## config.mk

```make
export PLATFORM = sky130hd
export DESIGN_NAME = lbp_pos_ctr
export DESIGN_NICKNAME = d
export VERILOG_FILES = /design/src/rtl/core/lbp_pkg.sv /design/src/rtl/core/lbp_pos_ctr.sv
export SDC_FILE = /design/constraint.sdc
export NUM_CORES = 1
export LEC_CHECK = 0
export BUFFER_PORTS_ARGS = -buffer_cell sky130_fd_sc_hd__buf_2
export CELL_PAD_IN_SITES_DETAIL_PLACEMENT = 1
export CELL_PAD_IN_SITES_GLOBAL_PLACEMENT = 1
export CORE_ASPECT_RATIO = 0.6
export CORE_MARGIN = 3
export CORE_UTILIZATION = 44
export DETAILED_ROUTE_END_ITERATION = 8
export PLACE_DENSITY_LB_ADDON = 0.08
export SLEW_MARGIN = 20
export SYNTH_ARGS = -nofsm -noshare
export SYNTH_HDL_FRONTEND = slang
export SYNTH_SLANG_ARGS = --single-unit
```

## constraint.sdc

```tcl
create_clock -name clk -period 5.1 [get_ports clk]
set_input_delay 0.765 -clock clk [delete_from_list [all_inputs] [get_ports clk]]
set_output_delay 0.765 -clock clk [all_outputs]
set_load 0.02 [all_outputs]
```

## src/rtl/core/lbp_pkg.sv

```systemverilog
`timescale 1ns / 1ps
`default_nettype none
// ----------------------------------------------------------------------------
// lbp_pkg: shared types and constants for the 3x3 LBP stream
// Pixel and code widths, config register map, defaults, helper functions.
// ----------------------------------------------------------------------------
package lbp_pkg;

  localparam int PIX_W          = 8;
  localparam int CODE_W         = 8;
  localparam int FW_W           = 11;   // frame_width register width
  localparam int FH_W           = 16;   // frame_height register width
  localparam int CFG_W          = 16;   // widest register
  localparam int CFG_IDX_W      = 1;
  localparam int DEF_MAX_WIDTH  = 1024;

  localparam logic [FW_W-1:0] DEF_FRAME_WIDTH  = FW_W'(640);
  localparam logic [FH_W-1:0] DEF_FRAME_HEIGHT = FH_W'(480);

  typedef enum logic [CFG_IDX_W-1:0] {
    CFG_FRAME_WIDTH  = 1'b0,
    CFG_FRAME_HEIGHT = 1'b1
  } cfg_reg_t;

  // Per-pixel side info carried from the counters to the code stage
  typedef struct packed {
    logic emit;       // center is interior, a code comes out
    logic frame_end;  // last code of the frame
  } lbp_tag_t;

  // Last row index, heights below 3 act as 3
  function automatic logic [FH_W-1:0] last_row_of(input logic [FH_W-1:0] h);
    logic [FH_W-1:0] r;
    if (h < FH_W'(3)) begin
      r = FH_W'(2);
    end else begin
      r = h - FH_W'(1);
    end
    return r;
  endfunction

  function automatic logic brighter(input logic [PIX_W-1:0] nb,
                                    input logic [PIX_W-1:0] ctr);
    return nb > ctr;
  endfunction

endpackage
`default_nettype wire

```

## src/rtl/core/lbp_pos_ctr.sv

```systemverilog
`timescale 1ns / 1ps
`default_nettype none
// ----------------------------------------------------------------------------
// lbp_pos_ctr: geometry registers and raster position counters
// Holds frame size config, tracks column/row, tags interior centers.
// ----------------------------------------------------------------------------
module lbp_pos_ctr #(
  parameter int MAX_WIDTH = lbp_pkg::DEF_MAX_WIDTH
) (
  input  wire logic                              clk,
  input  wire logic                              rst_n,
  input  wire logic                              cfg_we,
  input  wire logic [lbp_pkg::CFG_IDX_W-1:0]     cfg_idx,
  input  wire logic [lbp_pkg::CFG_W-1:0]         cfg_wdata,
  input  wire logic                              adv,
  output logic      [$clog2(MAX_WIDTH)-1:0]      col,
  output logic      [$clog2(MAX_WIDTH)-1:0]      last_col,
  output logic      [lbp_pkg::FH_W-1:0]          row,
  output logic      [lbp_pkg::FH_W-1:0]          last_row,
  output lbp_pkg::lbp_tag_t                      tag
);
  import lbp_pkg::*;

  localparam int CW    = $clog2(MAX_WIDTH);
  localparam int WW    = $clog2(MAX_WIDTH + 1);
  localparam int CMP_W = (WW > FW_W) ? WW : FW_W;

  logic [FW_W-1:0]  width_r,  width_nxt;
  logic [FH_W-1:0]  height_r, height_nxt;
  logic [CW-1:0]    col_r,    col_nxt;
  logic [FH_W-1:0]  row_r,    row_nxt;
  logic [CMP_W-1:0] w_ext;
  logic [CMP_W-1:0] w_eff;
  logic             col_wrap;
  logic             row_wrap;

  // clamp width into 3..MAX_WIDTH
  always_comb begin
    w_ext = CMP_W'(width_r);
    if (w_ext < CMP_W'(3)) begin
      w_eff = CMP_W'(3);
    end else if (w_ext > CMP_W'(MAX_WIDTH)) begin
      w_eff = CMP_W'(MAX_WIDTH);
    end else begin
      w_eff = w_ext;
    end
  end

  assign last_col = CW'(w_eff - CMP_W'(1));
  assign last_row = last_row_of(height_r);
  assign col_wrap = (col_r == last_col);
  assign row_wrap = (row_r == last_row);

  always_comb begin
    width_nxt  = width_r;
    height_nxt = height_r;
    col_nxt    = col_r;
    row_nxt    = row_r;
    if (cfg_we) begin
      // any register write restarts the frame
      col_nxt = '0;
      row_nxt = '0;
      case (cfg_reg_t'(cfg_idx))
        CFG_FRAME_WIDTH:  width_nxt  = cfg_wdata[FW_W-1:0];
        CFG_FRAME_HEIGHT: height_nxt = cfg_wdata[FH_W-1:0];
        default: ;
      endcase
    end else if (adv) begin
      if (col_wrap) begin
        col_nxt = '0;
        row_nxt = row_wrap ? '0 : row_r + FH_W'(1);
      end else begin
        col_nxt = col_r + CW'(1);
      end
    end
  end

  always_ff @(posedge clk) begin
    if (!rst_n) begin
      width_r  <= DEF_FRAME_WIDTH;
      height_r <= DEF_FRAME_HEIGHT;
      col_r    <= '0;
      row_r    <= '0;
    end else begin
      width_r  <= width_nxt;
      height_r <= height_nxt;
      col_r    <= col_nxt;
      row_r    <= row_nxt;
    end
  end

  assign col           = col_r;
  assign row           = row_r;
  assign tag.emit      = (row_r >= FH_W'(2)) && (col_r >= CW'(2));
  assign tag.frame_end = col_wrap && row_wrap;

endmodule
`default_nettype wire

```

* Word-level counts from Yosys, hierarchy flattened *
Index checks and enable logic that the tools add are counted.

storage, ports and cells
  output and inout bits = 54
  latch bits = 0
  memories = 0
  memory bits (writable) = 0
  register bits after elaboration = 53
  memory bits (read-only) = 0

cells by class
  multiplexer cells = 5
  shift-type cells = 0
  eq/ne operators = 2
  div/mod/pow operators = 0
  multiply operators = 0
  reductions and logical operators = 6
  add/sub/neg operators = 4
  bitwise operators = 2
  order comparisons = 5

operator list
  cell                                                                 count
  2-to-1 mux 16 bit                                                    2
  2-to-1 mux 10 bit                                                    3
  adder 16 x 1 -> 16 bit (second input constant)                       1
  equality test 16 bit                                                 1
  greater-or-equal comparator 16 x 2 -> 1 bit (second input constant)  1
  < comparator 16 x 2 -> 1 bit (second input constant)                 1
  subtractor 16 x 1 -> 16 bit (second input constant)                  1
  greater-than comparator 11 bit (second input constant)               1
  < comparator 11 x 2 -> 1 bit (second input constant)                 1
  adder 10 x 1 -> 10 bit (second input constant)                       1
  equality test 10 bit                                                 1
  greater-or-equal comparator 10 x 2 -> 1 bit (second input constant)  1
  subtractor 10 x 1 -> 10 bit (second input constant)                  1
  AND reduction 2 bit                                                  3
  logical AND 1 bit                                                    2
  NOT 1 bit                                                            2
  OR reduction 2 bit                                                   1

* Logic depth before layout (Yosys ltp) *
  depth after elaboration = 6
  depth in mapped cells = 15
  depth with buffers taken out = 13

* Least setup slack after synthesis *
OpenSTA, ideal clock, no wires.

  kind = register -> output
  start point = reg width_r[7], in the netlist w_ext[7]
  end point = out tag[0] (netlist name)
  path buffers = 2
  cell stages (with the launch flop) = 12
  arrival = 3.312 ns
  slack = 1.023 ns
  path through = dfxtp_1 > buf_2 > nor4_2 > and2_1 > o21ai_0 > ha_1 > buf_1 > a221o_1 > a2111o_1 > nor3_4 > nand2_1 > nor2_1

RTL lines
  what                      line               text
  start: declaration        lbp_pos_ctr.sv:28  logic [FW_W-1:0] width_r, width_nxt;
  start signal: assignment  lbp_pos_ctr.sv:85  width_r <= width_nxt;
  end: declaration          lbp_pos_ctr.sv:20  output lbp_pkg::lbp_tag_t tag

==> flow_summary.yaml <==
timing:
  tns_ns: 0
  final-setup-viol-count: 0
  rsz0062_at_grt: "no"
  worst_pin_slew_ns: 0.914
  finalHoldViolCount: 0
  finalWorstSetupSlack_ns: 0.392
  slew_violations: 0
  fin_crit_sh: 0.923
  fin_skew_ns: 0.00606
  relSlewSlack: 0.389
  finalCriticalPeriod_ns: 4.71
  fmax_mhz: 212
power:
  p_int_mw: 0.758
  seqPwrFrac: 0.418
  power.share.switching: 0.300
  pwr-share-clk: 0.366
  total_power_mw: 1.08
  vdd_drop_max_mv: 0.151
  p_leak_nw: 1.77
  p_switching_mw: 0.325
  power_density_nw_per_um2: 243
  p_comb_frac: 0.217
detailed_routing:
  vias: 4144
  wl_per_cell_um: 20.4
  drc: 0
  routed_via_density: 6.07
  dr.pass1.iters: 4
  wl_mm: 13.9
  drtIter0Drc: 261
  ant_nets: 0
global_route:
  grt_pass1_vias: 4098
  grtUsageTotal: 0.278
  antenna_found_initial: 0
  grt_remaining_overflow: 0
  grt_max_degree: 30
  grt_pass1_wl_mm: 22.4
cts:
  clk_pin_slew_worst_paths_ns: 0.07
  ctsLongestPathBuffers: 2
  post-cts-setup-buffers: 0
  cts_hold_buf: 0
  cts_buffers: 5
  cts_root_buf: "clkbuf_16"
  cts.htree.levels: 2
  cts_num_sinks: 53
  post_cts_resized: 0
  cts_tree: "yes"
  worstSkewPairLatency_ns: 0.29
floorplanning:
  die_area_sq_um: 10200
  die-height_um: 79.4
  pin_count: 75
  placementRows: 26
  initial_utilization: 0.458
  core_sq_um: 8620
  die_w_um: 128
job:
  drv_cap: 0
synthesis:
  yosysTopAreaCell: "dfxtp_1"
  yosys_warnings: 0
  avgSynthCellArea_sq_um: 7.49
  synth_top_area_frac: 0.269
  syn_area_sq_um: 3950
  netlist-cell-type-count: 73
  netlist_top_cells_count: "nand2_1 (91), nor2_1 (54), dfxtp_1 (53)"
  syn_nets: 555
  synth.most_common_cell: "nand2_1"
  synth_edf_count: 0
  yosys_register_bits: 53
  synth_cells: 527
  synth_area_leaders: "dfxtp_1 (27%), nand2_1 (8.7%), nor2_1 (5.1%)"
  ys.flop_type: "dfxtp_1"
  yosysSeqAreaShare: 0.269
  async_reset_ff_frac: 0
place:
  dpl_cell_area_sq_um: 4280
  place_ws_ns: 0.807
  dp_hpwl_mm: 10.6
  place.gp.congestion: 0.985
  port_buffers: 74
finish:
  insertedDiodeCount: 0
  final_area_sq_um: 4460
  syn_to_final_growth_pct: 12.9
  fin_nets: 598
  drive_above_1_share: 0.193
worst_setup_path:
  crit_buf_inv: 1
  cp_max_fo: 13
  worst_path_max_delay_cell: "nor4_2"
  crit_family: "simple AND/OR/NAND/NOR gates"
  worstSetupPathType: "reg2out"
  cp-start-kind: "flip-flop"
  slowest_delay_ns: 0.79
  cp_data_required_time_ns: 4.34
  crit_chain: "nor4_2 -> and2_1 -> o21ai_0 -> ha_1 -> nor3b_1 -> o21ai_0 -> o2111ai_1 -> nor3_1 -> nand2_1 -> nor2_1 -> buf_2"
  path_common_cell: "o21ai_0"
  crit_arrival_ns: 3.94
  endpoint_kind: "primary output"
outcome:
  status: "completed"
worst_hold_path:
  hold_path_class: "reg2reg"
[per-stage QoR]
stage	std cells	util	hold slack (ns)
after floorplan	527	-	0.468
after global placement	675	0.497	0.511
after detailed placement	675	0.497	0.509
after CTS	683	0.517	0.519
after global routing	683	0.517	0.560
final	683	0.517	0.510
[state kept, by name (all words and copies together), names as in the netlist]
register / flops
col: 10
height_r: 16
row: 16
w_ext: 11
[cells by family after synthesis]
kind of cell             share of synthesized area
AND/OR/NAND/NOR                              0.366
AO/OA/AOI/OAI                                0.180
XOR/XNOR                                    0.0887
buffers and inverters                       0.0624
flip-flops                                   0.269
multiplexers                                0.0120
adder cells (fa/ha/maj)                     0.0222
[power groups by stage]
| stage | clock network, mW | registers [mW] | logic (mW) |
|---|---|---|---|
| final | 0.396 | 0.452 | 0.235 |
| after floorplan | 0 | 0.446 | 0.171 |
| after global placement | 0 | 0.459 | 0.225 |
| after detailed placement | 0 | 0.461 | 0.231 |
| after CTS | 0.404 | 0.451 | 0.233 |
| after global routing | 0.427 | 0.454 | 0.257 |
[routing by layer]
layer	routed length, um	vias to the layer above	GRT usage
li1	-	1937	-
met1	7070	2049	0.419
met2	5740	144	0.406
met3	932	14	0.0555
met4	162	0	0.0604
met5	0	-	0
[area by class of cell]
type	instances	area (sq um)
fillers	1128	4170
multi-input cells	418	2640
flip-flops and latches	53	1060
repair buffers	75	378
clock buffers	7	143
well taps	112	140
inverters	17	63.8
clock inverters	1	30.0
[cell usage in the layout (no fill, tap or decap), types with 4 or more instances in the layout]
cell type / count
nand2_1: 91
buf_2: 74
a21o_1: 5
xnor2_1: 21
or4_1: 6
inv_1: 17
nor3_1: 17
and2_1: 4
nor2b_1: 9
clkbuf_16: 5
o21ai_0: 13
xor2_1: 19
nor4_1: 9
nand3_1: 19
nor2_1: 54
a21oi_1: 14
and3_1: 6
a21boi_0: 22
dfxtp_1: 53
nor3b_1: 4
ha_1: 7
and4_1: 5
nand4_1: 10
nand2b_1: 5
a221o_1: 4
or2_2: 5
[worst paths after layout]
check | start | endpoint | cells past startpoint | slack [ns]
setup / recovery | w_ext[6] | tag[0] | 11 | 0.39
hold / removal | height_r[15] | height_r[15] | 2 | 0.51
setup reg to reg | w_ext[6] | row[6] | 12 | 0.69
hold reg to reg | height_r[15] | height_r[15] | 2 | 0.51
[tightest hold or removal path, stage by stage (launching register included)]
cell      delay, ns
dfxtp_1        0.34
nand2_1        0.06
a21boi_0       0.06
(Power assumes the default switching activity.)
