## src/rtl/core/lbp_pkg.sv

```systemverilog
`timescale 1ns / 1ps
`default_nettype none
// ----------------------------------------------------------------------------
// lbp_pkg: shared types and constants for the 3x3 LBP stream
// Pixel and code widths, config register map, defaults, helper functions.
// ----------------------------------------------------------------------------
package lbp_pkg;

  localparam int PIX_W          = 8;
  localparam int CODE_W         = 8;
  localparam int FW_W           = 11;   // frame_width register width
  localparam int FH_W           = 16;   // frame_height register width
  localparam int CFG_W          = 16;   // widest register
  localparam int CFG_IDX_W      = 1;
  localparam int DEF_MAX_WIDTH  = 1024;

  localparam logic [FW_W-1:0] DEF_FRAME_WIDTH  = FW_W'(640);
  localparam logic [FH_W-1:0] DEF_FRAME_HEIGHT = FH_W'(480);

  typedef enum logic [CFG_IDX_W-1:0] {
    CFG_FRAME_WIDTH  = 1'b0,
    CFG_FRAME_HEIGHT = 1'b1
  } cfg_reg_t;

  // Per-pixel side info carried from the counters to the code stage
  typedef struct packed {
    logic emit;       // center is interior, a code comes out
    logic frame_end;  // last code of the frame
  } lbp_tag_t;

  // Last row index, heights below 3 act as 3
  function automatic logic [FH_W-1:0] last_row_of(input logic [FH_W-1:0] h);
    logic [FH_W-1:0] r;
    if (h < FH_W'(3)) begin
      r = FH_W'(2);
    end else begin
      r = h - FH_W'(1);
    end
    return r;
  endfunction

  function automatic logic brighter(input logic [PIX_W-1:0] nb,
                                    input logic [PIX_W-1:0] ctr);
    return nb > ctr;
  endfunction

endpackage
`default_nettype wire

```

## src/rtl/core/lbp_code_stage.sv

```systemverilog
`timescale 1ns / 1ps
`default_nettype none
// ----------------------------------------------------------------------------
// lbp_code_stage: 3x3 window, neighbor compare and output register
// Stage 1 holds the pixel while line store data arrives; on advance it
// shifts the window, writes line stores, loads the code register if interior.
// ----------------------------------------------------------------------------
module lbp_code_stage #(
  parameter int MAX_WIDTH = lbp_pkg::DEF_MAX_WIDTH
) (
  input  wire logic                              clk,
  input  wire logic                              rst_n,
  input  wire logic                              in_valid,
  output logic                                   in_ready,
  input  wire logic [lbp_pkg::PIX_W-1:0]         pix_in,
  input  wire logic [$clog2(MAX_WIDTH)-1:0]      col_in,
  input  wire lbp_pkg::lbp_tag_t                 tag_in,
  input  wire logic [2*lbp_pkg::PIX_W-1:0]       ls_rd_data,
  output logic                                   ls_wr_en,
  output logic      [$clog2(MAX_WIDTH)-1:0]      ls_wr_addr,
  output logic      [2*lbp_pkg::PIX_W-1:0]       ls_wr_data,
  output logic                                   out_valid,
  input  wire logic                              out_ready,
  output logic      [lbp_pkg::CODE_W-1:0]        pattern_code,
  output logic                                   frame_end
);
  import lbp_pkg::*;

  localparam int CW = $clog2(MAX_WIDTH);

  logic              s1_valid_r, s1_valid_nxt;
  logic [PIX_W-1:0]  s1_pix_r;
  logic [CW-1:0]     s1_col_r;
  lbp_tag_t          s1_tag_r;
  logic [PIX_W-1:0]  win_r [6];
  logic              out_valid_r, out_valid_nxt;
  logic [CODE_W-1:0] code_r;
  logic              fend_r;
  logic              fire;
  logic              take;
  logic [PIX_W-1:0]  p_px;
  logic [PIX_W-1:0]  c_px;
  logic [PIX_W-1:0]  ctr;
  logic [CODE_W-1:0] code_nxt;

  assign fire     = s1_valid_r && (!out_valid_r || out_ready);
  assign in_ready = !s1_valid_r || fire;
  assign take     = in_valid && in_ready;

  assign p_px = ls_rd_data[2*PIX_W-1:PIX_W];
  assign c_px = ls_rd_data[PIX_W-1:0];
  assign ctr  = win_r[4];

  always_comb begin
    code_nxt[0] = brighter(win_r[1], ctr);
    code_nxt[1] = brighter(win_r[2], ctr);
    code_nxt[2] = brighter(win_r[5], ctr);
    code_nxt[3] = brighter(s1_pix_r, ctr);
    code_nxt[4] = brighter(c_px,     ctr);
    code_nxt[5] = brighter(p_px,     ctr);
    code_nxt[6] = brighter(win_r[3], ctr);
    code_nxt[7] = brighter(win_r[0], ctr);
  end

  always_comb begin
    s1_valid_nxt = take ? 1'b1 : (fire ? 1'b0 : s1_valid_r);
    if (fire && s1_tag_r.emit) begin
      out_valid_nxt = 1'b1;
    end else if (out_ready) begin
      out_valid_nxt = 1'b0;
    end else begin
      out_valid_nxt = out_valid_r;
    end
  end

  always_ff @(posedge clk) begin
    if (!rst_n) begin
      s1_valid_r  <= 1'b0;
      out_valid_r <= 1'b0;
    end else begin
      s1_valid_r  <= s1_valid_nxt;
      out_valid_r <= out_valid_nxt;
    end
  end

  always_ff @(posedge clk) begin
    if (take) begin
      s1_pix_r <= pix_in;
      s1_col_r <= col_in;
      s1_tag_r <= tag_in;
    end
    if (fire && s1_tag_r.emit) begin
      code_r <= code_nxt;
      fend_r <= s1_tag_r.frame_end;
    end
  end

  always_ff @(posedge clk) begin
    if (!rst_n) begin
      for (int i = 0; i < 6; i++) begin
        win_r[i] <= '0;
      end
    end else if (fire) begin
      win_r[0] <= win_r[3];
      win_r[1] <= win_r[4];
      win_r[2] <= win_r[5];
      win_r[3] <= p_px;
      win_r[4] <= c_px;
      win_r[5] <= s1_pix_r;
    end
  end

  // column moves down one row: older <- newer, newer <- incoming
  assign ls_wr_en   = fire;
  assign ls_wr_addr = s1_col_r;
  assign ls_wr_data = {c_px, s1_pix_r};

  assign out_valid    = out_valid_r;
  assign pattern_code = code_r;
  assign frame_end    = fend_r;

endmodule
`default_nettype wire

```

## config.mk

```make
export PLATFORM = sky130hd
export DESIGN_NAME = lbp_code_stage
export DESIGN_NICKNAME = d
export VERILOG_FILES = /design/src/rtl/core/lbp_pkg.sv /design/src/rtl/core/lbp_code_stage.sv
export SDC_FILE = /design/constraint.sdc
export NUM_CORES = 1
export LEC_CHECK = 0
export BUFFER_PORTS_ARGS = -buffer_cell sky130_fd_sc_hd__buf_2
export CORE_AREA = 5 5 137 139
export CTS_CLUSTER_DIAMETER = 120
export DETAILED_ROUTE_END_ITERATION = 10
export DIE_AREA = 0 0 142 144
export PLACE_DENSITY = 0.46
export SETUP_SLACK_MARGIN = 0.02
export SKIP_LAST_GASP = 1
export SLEW_MARGIN = 15
export SYNTH_ARGS = -nofsm -noshare
export SYNTH_HDL_FRONTEND = slang
export SYNTH_SLANG_ARGS = --single-unit
```

## constraint.sdc

```tcl
create_clock -name clk -period 2.9 [get_ports clk]
set_clock_uncertainty 0.1 [all_clocks]
set_input_delay 0.145 -clock clk [delete_from_list [all_inputs] [get_ports clk]]
set_output_delay 0.145 -clock clk [all_outputs]
set_load 0.005 [all_outputs]
```

# Word level (Yosys, flattened, before mapping)
# Memory sizes are Yosys's and may differ from the RTL's.
# Cells that the tools add are included.
[word_totals] reg_bits=31 mem_bits_rw=48 out_inout_bits=38 word_cells=46 memories=1
[mem_list] name="win_r" words=6 word_bits=8 rd=6 rd_ports_with_merged_regs=0 wr=6 line_no="lbp_code_stage.sv:35" rtl="logic [PIX_W-1:0] win_r [6];"
[op_classes] n_lt_le_gt_ge=8 n_mux=14 bitwise_logic=6 n_reduce_logical=9
[op_table] cell="8-bit greater-than comparator" n=8
[op_table] cell="8-bit 2-to-1 mux" n=6
[op_table] cell="1-bit 2-to-1 mux" n=8
[op_table] cell="1-bit bitwise OR" n=6
[op_table] cell="2-bit nonzero test" n=2
[op_table] cell="1-bit logical AND" n=3
[op_table] cell="1-bit zero test" n=2
[op_table] cell="1-bit logical OR" n=2

# Depth between registers and ports, before layout
[depth] word_depth=7 depth_mapped=6

# Worst setup path after synthesis
# Ideal clock, no wire load.
[synth_path] kind="register to register" startpoint="register out_valid_r (netlist: out_valid)" endpoint="memory win_r[0][0], enable pin" setup_time_ns=0.413 t_arrival_ns=1.763 required_ns=2.387 setup_slack_ns=0.624 stages_incl_launch_ff=4 cell_sequence="dfxtp_1 -> nand2b_4 -> and2_2 -> nand2b_1"
[synth_lines] element="start, declared" line_no="lbp_code_stage.sv:36" rtl="logic out_valid_r, out_valid_nxt;"
[synth_lines] element="start signal, assigned" line_no="lbp_code_stage.sv:82" rtl="out_valid_r <= out_valid_nxt;"
[synth_lines] element="end, declared" line_no="lbp_code_stage.sv:35"

==> summary.md <==
| Metric | Value |
|---|---|
| Status | `completed` |
| Critical path arrival | `1.90 ns` |
| Critical Path Slowest Stage Cell | `edfxtp_1` |
| VDD IR max | `0.345 mV` |
| Total overflow reported by the global router | `0` |
| CP Launch Type | `register` |
| Worst-margin pin slew | `0.860 ns` |
| Avg WL per Cell | `14.6 um` |
| Hold Vio Cnt, Final | `0` |
| Largest net degree at the start of global routing | `49` |
| Clock period minus worst slack | `1.91 ns` |
| Final Cycle Share | `0.660` |
| End-of-flow core utilization | `0.306` |
| Worst endpoint required time | `2.89 ns` |
| Avg Cell Area, Syn | `13.4 um2` |
| Initial antenna violation count | `0` |
| Top Ports | `78` |
| Synth Instances | `318` |
| Hold WC Path Type | `in -> reg` |
| Slew headroom | `0.427` |
| Fin. max-slew vios | `0` |
| Fin Hold WS | `0.0150 ns` |
| Skew-Pair Late Insertion Delay | `0.35 ns` |
| Clock Tree Root | `clkbuf_16` |
| Setup tns final | `0 ns` |
| Sequential share of the synthesized area | `0.551` |
| # port buffers | `77` |
| Sink Count | `79` |
| Final cell count without fillers | `651` |
| DR iter-0 viols | `68` |
| Synth warnings | `0` |
| Pwr Density | `541 nW/um2` |
| Die Wd | `142 um` |
| Core region area | `17500 um2` |
| Syn nets | `422` |
| Worst-path maximum fanout | `8` |
| First-pass GRT wire length | `15.3 mm` |
| RSZ-0062 raised after global routing | `no` |
| DP HPWL | `6.71 mm` |
| DRC violations left | `0` |
| Vias in the first global route | `2926` |
| Router iterations before antenna repair | `4` |
| Antenna cells | `0` |
| Synthesis-to-finish area growth | `25.7%` |
| Buf+Inv Stages, Crit Path | `1` |
| Placed cells | `612` |
| Num rows | `49` |
| Layout cells sized above 1 | `0.296` |
| Seq cells post-synth | `79` |
| R2r setup slk | `0.99 ns` |
| Critical-path cell list | `inv_1 > ha_1 > nor2b_1 > o211ai_1 > a21oi_1 > o22a_1` |
| Kind of critical path | `reg -> reg` |
| Antenna-violating nets left | `0` |
| Leak | `2.23 nW` |
| Via density | `4.23` |
| GP Congestion | `0.761` |
| Vias | `2755` |
| Clk pin slew, worst setup/hold paths | `0.06 ns` |
| Effective utilization at floorplan | `0.244` |
| Die ar. | `20400 um2` |
| Mapped Area | `4270 um2` |
| Highest attainable clock frequency | `0.522 GHz` |
| Final setup viols | `0` |
| Overall routing resource usage | `0.0998` |
| Clock Path Buffers | `2` |
| Total clock buffers created by CTS | `9` |
| Die Height | `144 um` |
| TritonCTS clock tree | `done` |
| Top delay family on crit path | `compound AO/OA/AOI/OAI gates` |
| WL final | `9.54 mm` |
| CP Capture Type | `register` |
| Final #Nets | `521` |
| Max-cap violations | `0` |
| CTS H-Tree Depth | `3` |
| Crit path largest cell delay | `0.37 ns` |
| Number of distinct library cells after synthesis | `24` |
logic make-up after synthesis:
group,after synthesis,synth area share
buf+inv,29,0.0395
simple gates,88,0.141
fa+ha+maj,64,0.187
compound gates,58,0.0808
flops,79,0.551
cells in the final DEF, fill, tap and decap left out:
master	synthesis	layout
inv_6	0	2
nand2_1	9	9
a21boi_0	2	2
and3_2	1	1
clkinv_1	0	2
a21oi_1	32	32
o21ai_0	8	8
clkbuf_16	0	9
nor2b_1	8	8
dlygate4sd3_1	0	23
nand2b_4	1	1
nand2b_2	0	1
nand4_1	16	16
edfxtp_1	77	77
inv_1	16	16
dfxtp_1	2	2
bufinv_16	0	1
and2_2	9	9
buf_4	8	1
and2_4	20	20
buf_2	0	77
ha_1	64	64
clkinvlp_4	0	1
o211ai_1	8	8
clkinv_4	0	1
nand3b_1	1	1
and3_4	1	1
and2_1	21	21
o22a_1	8	8
flip-flops by register name, summed over array words and instances, names as in the netlist:
signal and count:
ls_wr_addr 10, pattern_code 8, frame_end 1, s1_pix_r 8, s1_tag_r 2, out_valid 1
win_r 48, s1_valid_r 1
stage by stage:
step	area [um2]	power [mW]	worst slack (ns)
after floorplan	4270	1.63	0.624
after global placement	4840	1.76	0.985
after detailed placement	4840	1.77	0.940
after CTS	5370	2.96	0.933
after global routing	5370	3.07	0.848
final	5370	2.90	0.986
path summary, 6_finish.rpt:
path / end / depth (start not counted) / start
max: pattern_code[7]$_DFFE_PP_ / 6 / win_r[4][1]$_SDFFCE_PN0P_
min: win_r[3][0]$_SDFFCE_PN0P_ / 2 / ls_rd_data[8]
max reg2reg: pattern_code[7]$_DFFE_PP_ / 6 / win_r[4][1]$_SDFFCE_PN0P_
min reg2reg: frame_end$_DFFE_PP_ / 0 / s1_tag_r[0]$_DFFE_PP_
cells in the mapped netlist:
cell type	n	area share
nand3b_1	1	0.0018
clkbuf_1	2	0.0018
nand4_1	16	0.023
buf_8	2	0.0070
nand2b_4	1	0.0032
a21oi_1	32	0.037
and2_1	21	0.031
and2_4	20	0.041
o211ai_1	8	0.014
edfxtp_1	77	0.54
nand2_1	9	0.0079
nor2b_1	8	0.012
inv_1	16	0.014
o22a_1	8	0.016
o21ai_0	8	0.0094
and2_2	9	0.016
and3_2	1	0.0018
and3_4	1	0.0026
a21boi_0	2	0.0035
dfxtp_1	2	0.0094
nand2b_1	1	0.0015
buf_6	1	0.0026
ha_1	64	0.19
buf_4	8	0.014
routing by layer:
layer,global-route usage,vias up,share of wire
met5,0,-,0
met4,0.0293,0,0.012
met3,0.0413,9,0.060
met2,0.171,77,0.50
met1,0.115,1284,0.43
li1,-,1385,-
where the power goes:
group	internal, mW	leakage [nW]	switching, mW
Sequential	1.33	0.806	0.0322
Combinational	0.186	1.28	0.208
Clock	0.668	0.142	0.476
cell type report:
class	count	area, um2
tap	229	287
sequential	79	2350
inverter	16	60.1
timing repair buffer	101	623
clock inverter	7	71.3
fill	1802	12200
multi-input combinational	210	1750
clock buffer	9	225
timing repair:
item / in CTS / in global routing
endpoints found under the hold margin: 22 / 0
hold buffers: 23 / 0
setup endpoints to repair: 0 / 0
setup buffers: 0 / 0
gates resized for setup: 0 / 0
No activity file was read; power rests on OpenSTA's default activity.
